===== src/design/itp_pkg.sv =====
// ----------------------------------------------------------------------------
// itp_pkg
// shared constants, types and precedence tables of the infix to postfix core
// ----------------------------------------------------------------------------
package itp_pkg;

    localparam int ITP_STACK_DEPTH = 32;

    typedef logic [7:0] t_sym;
    // precedence biased by one so that the lowest rank (-1) maps to zero
    typedef logic [3:0] t_rank;

    localparam t_sym CH_HASH    = 8'h23;
    localparam t_sym CH_DOLLAR  = 8'h24;
    localparam t_sym CH_PERCENT = 8'h25;
    localparam t_sym CH_LPAREN  = 8'h28;
    localparam t_sym CH_RPAREN  = 8'h29;
    localparam t_sym CH_STAR    = 8'h2A;
    localparam t_sym CH_PLUS    = 8'h2B;
    localparam t_sym CH_MINUS   = 8'h2D;
    localparam t_sym CH_SLASH   = 8'h2F;
    localparam t_sym CH_CARET   = 8'h5E;

    // rank of an entry sitting on the stack
    function automatic t_rank stack_rank(input t_sym c);
        t_rank r;
        case (c)
            CH_PLUS, CH_MINUS:              r = 4'd3;
            CH_STAR, CH_SLASH, CH_PERCENT:  r = 4'd5;
            CH_CARET, CH_DOLLAR:            r = 4'd6;
            CH_LPAREN:                      r = 4'd1;
            CH_HASH:                        r = 4'd0;
            default:                        r = 4'd9;
        endcase
        return r;
    endfunction

    // rank of an incoming symbol
    function automatic t_rank input_rank(input t_sym c);
        t_rank r;
        case (c)
            CH_PLUS, CH_MINUS:              r = 4'd2;
            CH_STAR, CH_SLASH, CH_PERCENT:  r = 4'd4;
            CH_CARET, CH_DOLLAR:            r = 4'd7;
            CH_LPAREN:                      r = 4'd10;
            CH_RPAREN:                      r = 4'd1;
            default:                        r = 4'd8;
        endcase
        return r;
    endfunction

endpackage


===== src/design/itp_if.sv =====
// ----------------------------------------------------------------------------
// itp_if
// valid/ready channels for infix characters and postfix results
// ----------------------------------------------------------------------------
interface itp_in_if
    import itp_pkg::*;
();
    logic valid;
    logic ready;
    t_sym in_symbol;
    logic in_last;

    modport source (output valid, output in_symbol, output in_last, input ready);
    modport sink   (input valid, input in_symbol, input in_last, output ready);
endinterface

interface itp_out_if
    import itp_pkg::*;
();
    logic valid;
    logic ready;
    t_sym out_symbol;
    logic is_symbol;
    logic overflow;
    logic run_end;

    modport source (output valid, output out_symbol, output is_symbol,
                    output overflow, output run_end, input ready);
    modport sink   (input valid, input out_symbol, input is_symbol,
                    input overflow, input run_end, output ready);
endinterface


===== src/design/itp_stack_mem.sv =====
// ----------------------------------------------------------------------------
// itp_stack_mem
// operator stack storage, one write port and one registered read port
// ----------------------------------------------------------------------------
module itp_stack_mem
    import itp_pkg::*;
#(
    parameter int DEPTH = ITP_STACK_DEPTH,
    parameter int AW    = (DEPTH > 1) ? $clog2(DEPTH) : 1
) (
    input  logic          i_clk,
    input  logic          i_we,
    input  logic [AW-1:0] i_wr_addr,
    input  t_sym          i_wr_data,
    input  logic [AW-1:0] i_rd_addr,
    output t_sym          o_rd_data
);

    t_sym r_mem [DEPTH];
    t_sym r_rd_data;

    always_ff @(posedge i_clk) begin
        if (i_we) begin
            r_mem[i_wr_addr] <= i_wr_data;
        end
    end

    always_ff @(posedge i_clk) begin
        r_rd_data <= r_mem[i_rd_addr];
    end

    assign o_rd_data = r_rd_data;

endmodule


===== src/design/infix_to_postfix_converter_core.sv =====
// ----------------------------------------------------------------------------
// infix_to_postfix_converter_core
// operator-precedence infix to postfix converter with a memory-held stack
// ----------------------------------------------------------------------------
// a request is evaluated in the cycle after it is taken; each popped operator
//   takes a compare step and an emit step, a discarded pair an extra refill step
// a new request is taken only in idle, after the last one is done; the end marker
//   adds a flush step; the single read port of the stack memory paces the pops
// reset: synchronous, active low; stack empty, overflow flag clear, no result
//   pending; stack memory contents are not cleared
// ----------------------------------------------------------------------------
module infix_to_postfix_converter_core
    import itp_pkg::*;
#(
    parameter int STACK_DEPTH = ITP_STACK_DEPTH
) (
    input  logic        i_clk,
    input  logic        i_rst_n,
    itp_in_if.sink      i_in,
    itp_out_if.source   o_out
);

    localparam int AW = (STACK_DEPTH > 1) ? $clog2(STACK_DEPTH) : 1;
    localparam int CW = $clog2(STACK_DEPTH + 1);

    localparam logic [2:0] S_IDLE   = 3'd0;  // waiting for a request
    localparam logic [2:0] S_EVAL   = 3'd1;  // compare top against request
    localparam logic [2:0] S_POP    = 3'd2;  // emit top, next top from memory
    localparam logic [2:0] S_REFILL = 3'd3;  // matched pair dropped, reload top
    localparam logic [2:0] S_FLUSH  = 3'd4;  // drain stack, then end marker

    // control state
    logic [2:0]    r_state, n_state;
    logic [CW-1:0] r_count, n_count;
    logic          r_ovf, n_ovf;
    logic          r_flush, n_flush;
    logic          r_out_valid, n_out_valid;

    // payload state
    t_sym          r_top, n_top;      // cached copy of the top entry
    t_sym          r_sym, n_sym;
    logic          r_last, n_last;
    t_rank         r_grank, n_grank;
    t_sym          r_out_symbol, n_out_symbol;
    logic          r_out_is_sym, n_out_is_sym;
    logic          r_out_ovf, n_out_ovf;
    logic          r_out_end, n_out_end;

    // memory port
    logic          mem_we;
    logic [AW-1:0] mem_wr_addr;
    logic [AW-1:0] mem_rd_addr;
    t_sym          mem_rd_data;

    logic          slot_free;
    logic          stack_empty;
    t_rank         top_rank;
    logic          pop_final;

    // the read port always looks at the entry just below the top, so the
    // new top is ready in the cycle after the count settles; the only write
    // goes to the slot above the top and never hits that address
    assign mem_wr_addr = r_count[AW-1:0];
    assign mem_rd_addr = AW'(r_count - CW'(2));

    itp_stack_mem #(
        .DEPTH (STACK_DEPTH),
        .AW    (AW)
    ) u_stack_mem (
        .i_clk     (i_clk),
        .i_we      (mem_we),
        .i_wr_addr (mem_wr_addr),
        .i_wr_data (r_sym),
        .i_rd_addr (mem_rd_addr),
        .o_rd_data (mem_rd_data)
    );

    assign slot_free   = !r_out_valid || o_out.ready;
    assign stack_empty = (r_count == '0);
    assign top_rank    = stack_rank(r_top);

    // a pop closes the run when the pop loop stops after it and no flush follows
    assign pop_final = !r_last &&
                       ((r_count == CW'(1)) || (stack_rank(mem_rd_data) <= r_grank));

    always_comb begin
        n_state      = r_state;
        n_count      = r_count;
        n_ovf        = r_ovf;
        n_flush      = r_flush;
        n_top        = r_top;
        n_sym        = r_sym;
        n_last       = r_last;
        n_grank      = r_grank;
        n_out_valid  = r_out_valid;
        n_out_symbol = r_out_symbol;
        n_out_is_sym = r_out_is_sym;
        n_out_ovf    = r_out_ovf;
        n_out_end    = r_out_end;
        mem_we       = 1'b0;

        if (r_out_valid && o_out.ready) begin
            n_out_valid = 1'b0;
        end

        case (r_state)
            S_IDLE: begin
                if (i_in.valid) begin
                    n_sym   = i_in.in_symbol;
                    n_last  = i_in.in_last;
                    n_grank = input_rank(i_in.in_symbol);
                    n_state = S_EVAL;
                end
            end
            S_EVAL: begin
                if (!stack_empty && (top_rank > r_grank)) begin
                    n_state = S_POP;
                end else if (!stack_empty && (top_rank == r_grank)) begin
                    // matched pair: drop both
                    n_count = r_count - CW'(1);
                    n_state = S_REFILL;
                end else begin
                    if (r_count == CW'(STACK_DEPTH)) begin
                        n_ovf = 1'b1;
                    end else begin
                        mem_we  = 1'b1;
                        n_top   = r_sym;
                        n_count = r_count + CW'(1);
                    end
                    n_flush = r_last;
                    n_state = r_last ? S_FLUSH : S_IDLE;
                end
            end
            S_REFILL: begin
                n_top   = mem_rd_data;
                n_flush = r_last;
                n_state = r_last ? S_FLUSH : S_IDLE;
            end
            S_POP: begin
                if (slot_free) begin
                    n_out_valid  = 1'b1;
                    n_out_symbol = r_top;
                    n_out_is_sym = 1'b1;
                    n_out_ovf    = r_ovf;
                    n_out_end    = pop_final;
                    n_top        = mem_rd_data;
                    n_count      = r_count - CW'(1);
                    n_state      = r_flush ? S_FLUSH : S_EVAL;
                end
            end
            S_FLUSH: begin
                if (!stack_empty) begin
                    n_state = S_POP;
                end else if (slot_free) begin
                    // end marker closes the expression
                    n_out_valid  = 1'b1;
                    n_out_symbol = '0;
                    n_out_is_sym = 1'b0;
                    n_out_ovf    = r_ovf;
                    n_out_end    = 1'b1;
                    n_ovf        = 1'b0;
                    n_flush      = 1'b0;
                    n_state      = S_IDLE;
                end
            end
            default: begin
                n_state = S_IDLE;
            end
        endcase
    end

    always_ff @(posedge i_clk) begin
        if (!i_rst_n) begin
            r_state     <= S_IDLE;
            r_count     <= '0;
            r_ovf       <= 1'b0;
            r_flush     <= 1'b0;
            r_out_valid <= 1'b0;
        end else begin
            r_state     <= n_state;
            r_count     <= n_count;
            r_ovf       <= n_ovf;
            r_flush     <= n_flush;
            r_out_valid <= n_out_valid;
        end
    end

    always_ff @(posedge i_clk) begin
        r_top        <= n_top;
        r_sym        <= n_sym;
        r_last       <= n_last;
        r_grank      <= n_grank;
        r_out_symbol <= n_out_symbol;
        r_out_is_sym <= n_out_is_sym;
        r_out_ovf    <= n_out_ovf;
        r_out_end    <= n_out_end;
    end

    assign i_in.ready       = (r_state == S_IDLE);
    assign o_out.valid      = r_out_valid;
    assign o_out.out_symbol = r_out_symbol;
    assign o_out.is_symbol  = r_out_is_sym;
    assign o_out.overflow   = r_out_ovf;
    assign o_out.run_end    = r_out_end;

    // stack never grows past its depth
    a_count_bound: assert property (@(posedge i_clk) disable iff (!i_rst_n)
        r_count <= CW'(STACK_DEPTH))
        else $error("stack count exceeds depth");

    // a flush never survives into idle
    a_flush_idle: assert property (@(posedge i_clk) disable iff (!i_rst_n)
        (r_state == S_IDLE) |-> !r_flush)
        else $error("flush pending while idle");

    // end marker leaves an empty stack and a clear overflow flag
    a_end_clean: assert property (@(posedge i_clk) disable iff (!i_rst_n)
        (r_state == S_FLUSH && stack_empty && slot_free)
        |=> (r_state == S_IDLE && stack_empty && !r_ovf && r_out_valid && r_out_end))
        else $error("end of expression left state behind");

endmodule

===== src/flat_wrapper.sv =====
// flat-port wrapper written by rule: the top's interface ports become plain ports
module infix_to_postfix_converter_core_flat import itp_pkg::*;
#(
    parameter int STACK_DEPTH = ITP_STACK_DEPTH
)
  (i_clk, i_rst_n, i_in_valid, i_in_in_symbol, i_in_in_last, i_in_ready, o_out_valid, o_out_out_symbol, o_out_is_symbol, o_out_overflow, o_out_run_end, o_out_ready);
  itp_in_if i_in_i ();
  itp_out_if o_out_i ();
  input  logic i_clk;
  input  logic i_rst_n;
  input wire logic [$bits(i_in_i.valid)-1:0] i_in_valid;
  input wire logic [$bits(i_in_i.in_symbol)-1:0] i_in_in_symbol;
  input wire logic [$bits(i_in_i.in_last)-1:0] i_in_in_last;
  output wire logic [$bits(i_in_i.ready)-1:0] i_in_ready;
  output wire logic [$bits(o_out_i.valid)-1:0] o_out_valid;
  output wire logic [$bits(o_out_i.out_symbol)-1:0] o_out_out_symbol;
  output wire logic [$bits(o_out_i.is_symbol)-1:0] o_out_is_symbol;
  output wire logic [$bits(o_out_i.overflow)-1:0] o_out_overflow;
  output wire logic [$bits(o_out_i.run_end)-1:0] o_out_run_end;
  input wire logic [$bits(o_out_i.ready)-1:0] o_out_ready;
  assign i_in_i.valid = i_in_valid;
  assign i_in_i.in_symbol = i_in_in_symbol;
  assign i_in_i.in_last = i_in_in_last;
  assign i_in_ready = i_in_i.ready;
  assign o_out_valid = o_out_i.valid;
  assign o_out_out_symbol = o_out_i.out_symbol;
  assign o_out_is_symbol = o_out_i.is_symbol;
  assign o_out_overflow = o_out_i.overflow;
  assign o_out_run_end = o_out_i.run_end;
  assign o_out_i.ready = o_out_ready;
  infix_to_postfix_converter_core #(.STACK_DEPTH(STACK_DEPTH)) u_core (.i_clk(i_clk), .i_rst_n(i_rst_n), .i_in(i_in_i), .o_out(o_out_i));
endmodule

===== config.mk =====
export PLATFORM = sky130hd
export DESIGN_NAME = infix_to_postfix_converter_core_flat
export DESIGN_NICKNAME = d
export VERILOG_FILES = /design/src/design/itp_pkg.sv /design/src/design/itp_if.sv /design/src/design/itp_stack_mem.sv /design/src/design/infix_to_postfix_converter_core.sv /design/src/flat_wrapper.sv
export SDC_FILE = /design/constraint.sdc
export NUM_CORES = 1
export LEC_CHECK = 0
export BUFFER_PORTS_ARGS = -buffer_cell sky130_fd_sc_hd__buf_2
export CORE_MARGIN = 8
export CORE_UTILIZATION = 50
export CTS_BUF_LIST = sky130_fd_sc_hd__clkbuf_2
export CTS_CLUSTER_DIAMETER = 40
export DETAILED_ROUTE_END_ITERATION = 8
export PLACE_DENSITY = 0.63
export RECOVER_POWER = 50
export SLEW_MARGIN = 20
export SYNTH_ARGS = -nofsm -noshare
export SYNTH_HDL_FRONTEND = slang
export SYNTH_SLANG_ARGS = --single-unit

===== constraint.sdc =====
create_clock -name i_clk -period 9.3 [get_ports i_clk]
set_input_delay 1.395 -clock i_clk [delete_from_list [all_inputs] [get_ports i_clk]]
set_output_delay 1.395 -clock i_clk [all_outputs]
set_load 0.01 [all_outputs]

# Word level (Yosys, flattened, before mapping)
# Memory sizes are Yosys's and may differ from the RTL's. A register that Yosys moved wholly into a read port is not among the register bits.
# Cells that the tools add are included.
# W data, S select, Z words.
dict set report totals {
  ff_bits 44
  ram_bits 256
  inputBits 13
  output_inout_bits 13
  wordCells 149
  memories 1
}
dict set report op_classes {
  add_sub_neg 3
  n_lt_le_gt_ge 2
  eq_ne 44
  muxes 53
  reduce_logical 33
}
# memory words width rd rd_clocked_by_memory_dff write_ports line
set memory_table {}
lappend memory_table {u_core.u_stack_mem.r_mem 32 8 1 1 1 itp_stack_mem.sv:19} ;# t_sym r_mem [DEPTH];
# operator count
set op_table {}
lappend op_table {{$eq A8 B6 Y1 const B} 24}
lappend op_table {{$pmux W4 S5} 3}
lappend op_table {{$mux W8} 7}
lappend op_table {{$eq A8 B7 Y1 const B} 3}
lappend op_table {{$mux W3} 8}
lappend op_table {{$mux W6} 4}
lappend op_table {{$pmux W8 S3} 1}
lappend op_table {{$mux W1} 21}
lappend op_table {{$pmux W8 S2} 1}
lappend op_table {{$pmux W3 S5} 1}
lappend op_table {{$pmux W6 S2} 1}
lappend op_table {{$reduce_or A2 Y1} 6}
lappend op_table {{$pmux W1 S2} 5}
lappend op_table {{$reduce_and A5 Y1} 2}
lappend op_table {{$reduce_or A3 Y1} 3}
lappend op_table {{$ne A2 B1 Y1 const B} 4}
lappend op_table {{$ne A2 B2 Y1 const B} 4}
lappend op_table {{$reduce_and A4 Y1} 2}
lappend op_table {{$add A6 B1 Y6 const B} 1}
lappend op_table {{$eq A3 B2 Y1 const B} 2}
lappend op_table {{$eq A6 B1 Y1 const B} 1}
lappend op_table {{$eq A6 B6 Y1 const B} 1}
lappend op_table {{$logic_not A6 Y1} 1}
lappend op_table {{$ne A3 B2 Y1 const B} 2}
lappend op_table {{other kinds (17)} 27}

# Logic depth before layout (Yosys ltp)
# Gate-level depths: netlist (run 1).
dict set report logic_depth {
  word_depth 10
  mapped_depth 13
  mapped_depth_nobuf 11
}

# By module
# Synthesis (run 1) repeated with hierarchy kept, for this count alone.
dict set report hier_totals {
  cells_unflattened 716
  hier_area_um2 12859.8
}
# module n_inst cells_per_inst area_each_um2 seq_area_each_um2
set by_module_without_submodules {}
lappend by_module_without_submodules {itp_stack_mem 1 417 10053.4 7847.5}
lappend by_module_without_submodules {infix_to_postfix_converter_core 1 299 2806.4 1201.2}

# Worst setup path before layout (run 1)
# OpenSTA, ideal clock, no wires.
dict set report synth_timing {
  path_type {reg-to-reg}
  from {reg u_core.r_top[4]}
  to {reg u_core.r_top[0], enable pin}
  setup_ns 0.395
  arrival_time_ns 3.334
  required_ns 8.905
  setup_slack_ns 5.571
  stages_incl_launch_ff 12
  path_buffers 1
  period_less_slack_ns 3.729
  cell_sequence {edfxtp_1 -> or4b_2 -> clkbuf_1 -> nor3_1 -> a21o_1 -> a21oi_1 -> o21ai_0 -> ha_1 -> nor2b_1 -> o211ai_1 -> a211oi_2 -> nor4_1}
}
dict set report synth_between {
  elab_chain_cells 7
  word_cells_on_any_way 20
  classes_between {order compare: 1; eq/ne: 12; mux: 1; reduce/logical: 6}
}
# element line
set synth_lines {}
lappend synth_lines {{from (decl)} infix_to_postfix_converter_core.sv:40} ;# t_sym r_top, n_top;
lappend synth_lines {{from (signal assigned)} infix_to_postfix_converter_core.sv:189} ;# r_top <= n_top;
lappend synth_lines {{$eq A8 B6 Y1 or $eq A8 B7 Y1 (tied branches)} itp_pkg.sv:27} ;# case (c)
lappend synth_lines {{$reduce_or A3 Y1 or $reduce_or A2 Y1 (tied branches)} itp_pkg.sv:27}
lappend synth_lines {{$pmux W4 S5 *} itp_pkg.sv:27}
lappend synth_lines {{$gt A4 B4 Y1 or $eq A4 B4 Y1 (tied branches)} {infix_to_postfix_converter_core.sv:116, infix_to_postfix_converter_core.sv:118}}
lappend synth_lines {{$logic_and A1 B1 Y1 (on tied branches)} {infix_to_postfix_converter_core.sv:116, infix_to_postfix_converter_core.sv:118}}
lappend synth_lines {{$ne A2 B2 Y1 (no line)} -}
lappend synth_lines {{$reduce_and A5 Y1 (no line) *} -}
# Every way passes the cells marked *; elsewhere a longest branch is shown, timed or not.
# A chain may end at the register's enable or synchronous reset.

# Worst setup path in the final report (run 1)
dict set report layout_timing {
  from {reg u_core.r_count[1]}
  to {mem u_core.u_stack_mem.r_mem[19][6] (netlist bit), enable pin}
}
dict set report layout_between {
  elab_chain_cells 8
  word_cells_on_any_way 11
  classes_between {eq/ne: 1; mux: 6; reduce/logical: 4}
}
# element line
set layout_lines {}
lappend layout_lines {{from (decl)} infix_to_postfix_converter_core.sv:34} ;# logic [CW-1:0] r_count, n_count;
lappend layout_lines {{from (signal assigned)} infix_to_postfix_converter_core.sv:181} ;# r_count <= n_count;
lappend layout_lines {{$logic_not A6 Y1} infix_to_postfix_converter_core.sv:79} ;# assign stack_empty = (r_count == '0);
lappend layout_lines {{$logic_not A1 Y1} {infix_to_postfix_converter_core.sv:116, infix_to_postfix_converter_core.sv:118}}
lappend layout_lines {{$logic_and A1 B1 Y1} infix_to_postfix_converter_core.sv:118} ;# end else if (!stack_empty && (top_rank == r_grank)) begin
lappend layout_lines {{$mux W1} infix_to_postfix_converter_core.sv:118}
lappend layout_lines {{$mux W1} infix_to_postfix_converter_core.sv:116} ;# if (!stack_empty && (top_rank > r_grank)) begin
lappend layout_lines {{$mux W1} infix_to_postfix_converter_core.sv:106} ;# case (r_state)
lappend layout_lines {{$mux W1} itp_stack_mem.sv:23} ;# if (i_we) begin
lappend layout_lines {{$mux W1 (not written as such)} itp_stack_mem.sv:24} ;# r_mem[i_wr_addr] <= i_wr_data;
lappend layout_lines {{to (decl)} itp_stack_mem.sv:19}
# Several ways; a longest one is shown, not always the timed one.

==> results of run 1 <==
==> placed cells by master (no fill, tap or decap), drive strengths merged, types with 5 or more instances in the layout <==
cell type  instances
edfxtp           288
clkbuf           122
mux4              80
nor2              40
nand2             31
clkinv            28
inv               22
dfxtp             20
a21oi             19
buf               18
o21ai             17
ha                15
mux2              14
nand4             13
nor2b             11
nand3             11
nor3               8
and2               8
nand2b             6
a31oi              6
mux2i              5
a2111oi            5
==> state kept, by name, summed over array words and instances (netlist names) <==
register,count
u_core.o_out.valid,1
u_core.o_out.run_end,1
u_core.o_out.is_symbol,1
u_core.o_out.overflow,1
u_core.r_sym,8
u_core.u_stack_mem.o_rd_data,8
u_core.r_ovf,1
u_core.r_state,3
u_core.r_count,6
u_core.r_flush,1
u_core.r_last,1
u_core.o_out.out_symbol,8
u_core.r_top,8
u_core.r_grank,4
u_core.u_stack_mem.r_mem,256
==> through the flow <==
stage / power (W) / hold WS, ns / area, um2 / std cells
finish: 0.00269 / 0.476 / 13900 / 1176
global route: 0.00282 / 0.511 / 13900 / 1176
CTS: 0.00272 / 0.488 / 14000 / 1175
detailed placement: 0.00190 / 0.413 / 13300 / 1041
global placement: 0.00189 / 0.407 / 13300 / 1041
floorplan: 0.00181 / 0.402 / 12800 / 709
==> logic make-up (layout without fill, tap and decap cells) <==
| kind of cell | after synthesis | count (layout) | share of synthesized area, % |
|---|---|---|---|
| AO/OA/AOI/OAI | 80 | 80 | 4.23 |
| XOR/XNOR | 4 | 4 | 0.273 |
| flip-flops | 308 | 308 | 70.5 |
| multiplexers | 99 | 99 | 15.6 |
| adder cells (fa/ha/maj) | 15 | 15 | 1.46 |
| other | 0 | 1 | 0 |
| buffers and inverters | 55 | 191 | 1.87 |
| AND/OR/NAND/NOR | 148 | 148 | 6.06 |
==> worst reg2reg max path, delay by kind of cell, from the launching register on <==
kind | cells | cell delay, ns
and+or+nand+nor | 4 | 2.87
buffers and inverters | 2 | 0.67
DFF | 1 | 0.32
adders and majority gates | 1 | 0.28
AOI/OAI and AO/OA | 1 | 0.25
==> area by class of cell <==
| class | instances | area (um2) | area share [%] |
|---|---|---|---|
| antenna | 1 | 2.50 | 0.0180 |
| clock buffer | 102 | 510 | 3.67 |
| timing repair buffer | 38 | 179 | 1.29 |
| sequential | 308 | 9050 | 65.1 |
| multi-input combinational | 346 | 3550 | 25.5 |
| inverter | 19 | 71.3 | 0.513 |
| tap | 330 | 413 | 2.97 |
| clock inverter | 32 | 130 | 0.936 |
==> power by group through the flow <==
stage	registers (W)	logic, W	clock network, W
final	0.00158	0.000281	0.000830
after global routing	0.00159	0.000302	0.000927
after CTS	0.00158	0.000286	0.000858
after global placement	0.00161	0.000281	0
after detailed placement	0.00161	0.000286	0
after floorplan	0.00161	0.000199	0
==> per-layer routing <==
metal / vias to the layer above / share of wire, %
met5: - / 0
met4: 0 / 2.4
met3: 56 / 7.6
met2: 379 / 49
met1: 3634 / 41
li1: 3093 / -
==> how the worst min path moves through the flow <==
| stage | end | slack (ns) | cells after the start |
|---|---|---|---|
| after floorplan | u_core.o_out.overflow | 0.40 | 0 |
| after CTS | u_core.o_out.overflow | 0.49 | 0 |
| after global routing | u_core.o_out.overflow | 0.51 | 0 |
| after detailed placement | u_core.o_out.overflow | 0.41 | 0 |
| final | u_core.o_out.overflow | 0.48 | 0 |
| after global placement | u_core.o_out.overflow | 0.41 | 0 |
==> results by group, run 1 <==
Status
  • Outcome: complete, but fails checks
  • Failing checks: max-capacitance violations, max-slew violations

Clock network
  • CTS buffer count: between 70 and 80
  • CTS sink cnt: roughly 310
  • Clock transition at path regs: ~0.10 ns
  • # hold bufs at CTS: 0
  • Clk Tree Root Cell: clkbuf_2
  • CTS tree: yes
  • Post-CTS setup buffers: 0
  • Clk Latency, worst-skew pair: 0.84 ns
  • Clock Tree Buf Depth: 3
  • Resized Gates After CTS: 0
  • H-tree depth: 3

Detailed routing
  • Initial DRC count: 737
  • WL/cell: 25.5 um
  • Total number of vias: 7,162
  • Drt pass-1 iters: 6
  • Vias/cell: ~6.1
  • Residual DRC count: 0
  • Post-Route WL: 30.0 mm
  • Final ANT Viol Nets: 0

Global route
  • Vias in the first global route: 7,308
  • Initial antenna violation count: 1
  • First-pass GRT wire length: 45.2 mm
  • Met1 usage: 26.9%
  • Total track usage: between 10% and 20%
  • Met3 Use GR: ~4.4%
  • Largest net degree at the start of global routing: 71
  • Met2 global-route usage: 30.9%
  • Gr busiest metal: met2
  • Congestion Overflow GR: 0

Layout
  • Area delta synth->final: 8.28%
  • Fin util: 55.2%
  • Share of cells above drive strength 1: approximately 28%
  • Fillcell total: just under 2,000
  • Nets: 819

Pwr
  • Combinational power share: 10.4%
  • Flop pwr share: 58.8%
  • Clk pwr share: 30.8%
  • Leakage power: 4.46 nW
  • Internal power: about 0.0020 W
  • Sw frac: approximately a quarter
  • Pwr Density: 194 nW/um2
  • NetSw: ~0.00072 W
  • Peak VDD IR: 0.160 mV

Critical path
  • Worst setup path start: u_core.r_count[1]
  • Reg2Reg Depth: 8
  • Instance count on the critical path: 8
  • Crit path cell chain: buf_4, inv_1, ha_1, nor4b_1, and2_1, a31o_2, nand4_1, nor2_1
  • CP required: 9.73 ns
  • CP Capture Type: flop
  • CP startpoint kind: flop
  • Largest stage delay on the critical path: roughly 1.1 ns
  • Setup crit end: u_core.u_stack_mem.r_mem[19][6]
  • Crit-path leading delay family: simple AND/OR/NAND/NOR gates
  • Reg2Reg Setup Slack: 4.52 ns
  • Buf/Inv on CP: 2
  • Max Fanout on Critical Path: 70
  • Arrival time worst endpoint: between 5 and 6 ns
  • Worst setup path category: flop to flop
  • R2r endpoint: u_core.u_stack_mem.r_mem[19][6]
  • R2R Path Start: u_core.r_count[1]
  • Slowest cell on crit path: nor4b_1

Synthesis
  • Syn avg cell area: between 15 and 20 um2
  • Synth unique cells: 55
  • Post-synthesis net count: ~740
  • Area leader, netlist: edfxtp_1
  • Mapped Cells: 709
  • Part of the Yosys area used for sequential elements: between 70% and 80%
  • FF+latch count, synth: roughly 300
  • Ys Warns: 0
  • Async SR Flop Fraction: 0%
  • Post-synth EDFFs: 288
  • Post-synth top cells: edfxtp_1 (288), mux4_2 (80), nor2_1 (40)
  • Top FF cell, synth: edfxtp_1
  • Most numerous cell in the Yosys netlist: edfxtp_1
  • Post-Syn Area: 12,800 um2
  • Top cells by area, synth: edfxtp_1 (67%), mux4_2 (14%), dfxtp_1 (3.1%)
  • Share of the synthesized area in the top cell type: roughly 67%

Floorplanning
  • Die Area: 31,100 um2
  • Die Y: between 150 and 200 um
  • Row count: 58
  • Die Width: 176 um
  • IO Count: 26
  • Core area: 25,200 um2
  • Starting density of the core: 51.0%

Place
  • Port bufs: 25
  • DP HPWL: 18.9 mm
  • Pre-CTS setup slack: 4.74 ns
  • Placer's final routability congestion estimate: 0.833

STA
  • RSZ-0062 raised after global routing: false
  • Post-layout min period: 4.78 ns
  • Worst Tran Pin Value: between 2 and 2.5 ns
  • Max Transition Viols Final: 272
  • Clock Skew: 0.0544 ns
  • Final setup vio count: 0
  • Final Hold Fails: 0
  • Sum of negative setup slack: 0 ns
  • Slew HR: -41.9%
  • Final WS setup: 4.52 ns
  • Max Freq: 0.209 GHz
  • Period utilization: ~50%

Hold path
  • Hold crit path type: flop to flop
  • Hold path startpoint: u_core.r_ovf

Flow run
  • Max Cap Viol: 8
Power figures use the tool's default switching activity.
==> run 2: changes to the inputs <==
Settings changed: PLACE_DENSITY 0.63 to 0.65.
Clock period 9.3 ns to 4.2 ns, I/O delays scaled along.
==> results by group, run 2 (synthesis results as in run 1) <==
Layout
  • Fillcell total: 1,937
  • Share of cells above drive strength 1: 31.4%
  • Most frequent cells in the layout: edfxtp_1 (288), clkbuf_2 (113), mux4_2 (80), nor2_1 (40), buf_4 (37)
  • Nets: 856
  • Area delta synth->final: 11.7%
  • Most common cell after layout, fill and taps aside: edfxtp_1
  • Top reg by flops: u_core.u_stack_mem.r_mem
  • Max reg flops: around 260
  • Non-filler cells, final: between 1,000 and 1,500

Pwr
  • Leakage power: approximately 4.7 nW
  • Pwr Density: around 440 nW/um2
  • Peak VDD IR: 0.282 mV

Clock network
  • H-tree depth: 3
  • CTS tree: yes
  • Clk Latency, worst-skew pair: 0.82 ns
  • Clk Tree Root Cell: clkbuf_2
  • CTS buffer count: between 70 and 80
  • Post-CTS setup buffers: 0
  • Clock Tree Buf Depth: 3
  • Clock transition at path regs: 0.09 ns
  • CTS sink cnt: roughly 310

STA
  • Clock Skew: 0.0605 ns
  • RSZ-0062 raised after global routing: false
  • Worst Tran Pin Value: 2.06 ns
  • Slew HR: -37.0%
  • Max Transition Viols Final: 199
  • Period utilization: about 92%
  • Final Hold Fails: 0
  • Max Freq: 0.258 GHz
  • Final setup vio count: 0
  • Sum of negative setup slack: 0 ns
  • Post-layout min period: 3.87 ns

Global route
  • Initial antenna violation count: 3
  • First-pass GRT wire length: around 45 mm
  • Congestion Overflow GR: 0
  • Total track usage: 19.2%
  • Largest net degree at the start of global routing: 70
  • Vias in the first global route: roughly 7,500

Floorplanning
  • IO Count: 26
  • Die Area: about 31,000 um2
  • Core area: 25,200 um2
  • Die Width: 176 um
  • Starting density of the core: 51.0%
  • Row count: 58
  • Die Y: ~180 um

Flow run
  • Max Cap Viol: 6

Detailed routing
  • Drt pass-1 iters: 5
  • Final ANT Viol Nets: 0
  • Total number of vias: slightly above 7,000
  • Post-Route WL: 29.1 mm
  • Initial DRC count: 594
  • WL/cell: 23.9 um
  • Residual DRC count: 0
  • Vias/cell: about 5.9

Hold path
  • Hold crit path type: primary input to flop

Place
  • Port bufs: 25
  • DP HPWL: roughly 19 mm
  • Placer's final routability congestion estimate: 0.858
  • DP Cell Count: 1,074

Critical path
  • CP required: 4.65 ns
  • Worst setup path category: flop to flop
  • Max Fanout on Critical Path: 9
  • Arrival time worst endpoint: 4.33 ns
  • CP startpoint kind: flop
  • CP Capture Type: flop

Status
  • Failing checks: max-capacitance violations, max-slew violations
  • Outcome: complete, but fails checks
[run 2: cell count changes in the layout (fill, tap and decap cells not counted), sizes merged]
cell / delta
bufinv: +4
clkinv: -11
dlygate4sd3: +6
clkbuf: +15
clkinvlp: -1
buf: +29
diode: +1
inv: -1
[run 2: metal layers]
metal / global-route usage, % / share of wire (%)
met1: 24.9 / 41
met2: 30.7 / 49
met3: 4.83 / 7.6
met4: 7.67 / 2.6
met5: 0 / 0.045
[run 2: final cells by class]
class                           instances  area, um2  share of cell area, %
Antenna cell                            2       5.00                 0.0349
Inverter                               19       71.3                  0.497
Clock buffer                          113        566                   3.94
Timing Repair Buffer                   77        478                   3.33
Sequential cell                       308       9050                   63.1
Clock inverter                         23        193                   1.34
Multi-Input combinational cell        346       3570                   24.9
Tap cell                              330        413                   2.88
[run 2: worst paths after layout]
check | startpoint | endpoint | slack, ns | cells after the start
max reg2reg | u_core.r_top[4] | u_core.u_stack_mem.r_mem[4][0] | 0.33 | 11
max | u_core.r_top[4] | u_core.u_stack_mem.r_mem[4][0] | 0.33 | 11
min | i_rst_n | u_core.r_flush | 0.19 | 2
min reg2reg | u_core.r_ovf | u_core.o_out.overflow | 0.45 | 0
[run 2: stage by stage]
step	total power (W)	utilization [%]	hold WS, ns	worst slack, ns	instance area (um2)
final	0.00625	57.0	0.189	0.325	14300
after floorplan	0.00400	-	0.402	0.471	12800
after detailed placement	0.00420	53.9	0.433	0.338	13600
after CTS	0.00632	57.1	0.0245	0.291	14400
after global routing	0.00650	57.0	0.137	0.0114	14300
after global placement	0.00419	53.9	0.412	0.410	13600
[run 2: power breakdown]
| part | switching (W) | internal (W) | leakage, nW |
|---|---|---|---|
| Sequential | 0.0000722 | 0.00344 | 2.77 |
| Clock | 0.00115 | 0.000960 | 0.563 |
| Combinational | 0.000344 | 0.000276 | 1.40 |
| Total | 0.00157 | 0.00468 | 4.73 |
[run 2: worst max-delay path, stage by stage (launching register included)]
cell      delay (ns)
edfxtp_1        0.40
or4b_2          0.77
nor3_1          0.21
a21o_1          0.13
a21oi_1         0.07
o21ai_0         0.20
ha_1            0.27
nor2b_1         0.13
o211ai_1        0.33
a31o_2          0.34
and4_1          0.30
and2_1          0.40
[run 2: timing repair]
action                                  in CTS  in global routing
endpoints found under the hold margin        6                  0
hold buffers                                 6                  0
resized for setup                            0                  2
endpoints found under the setup margin       0                  2
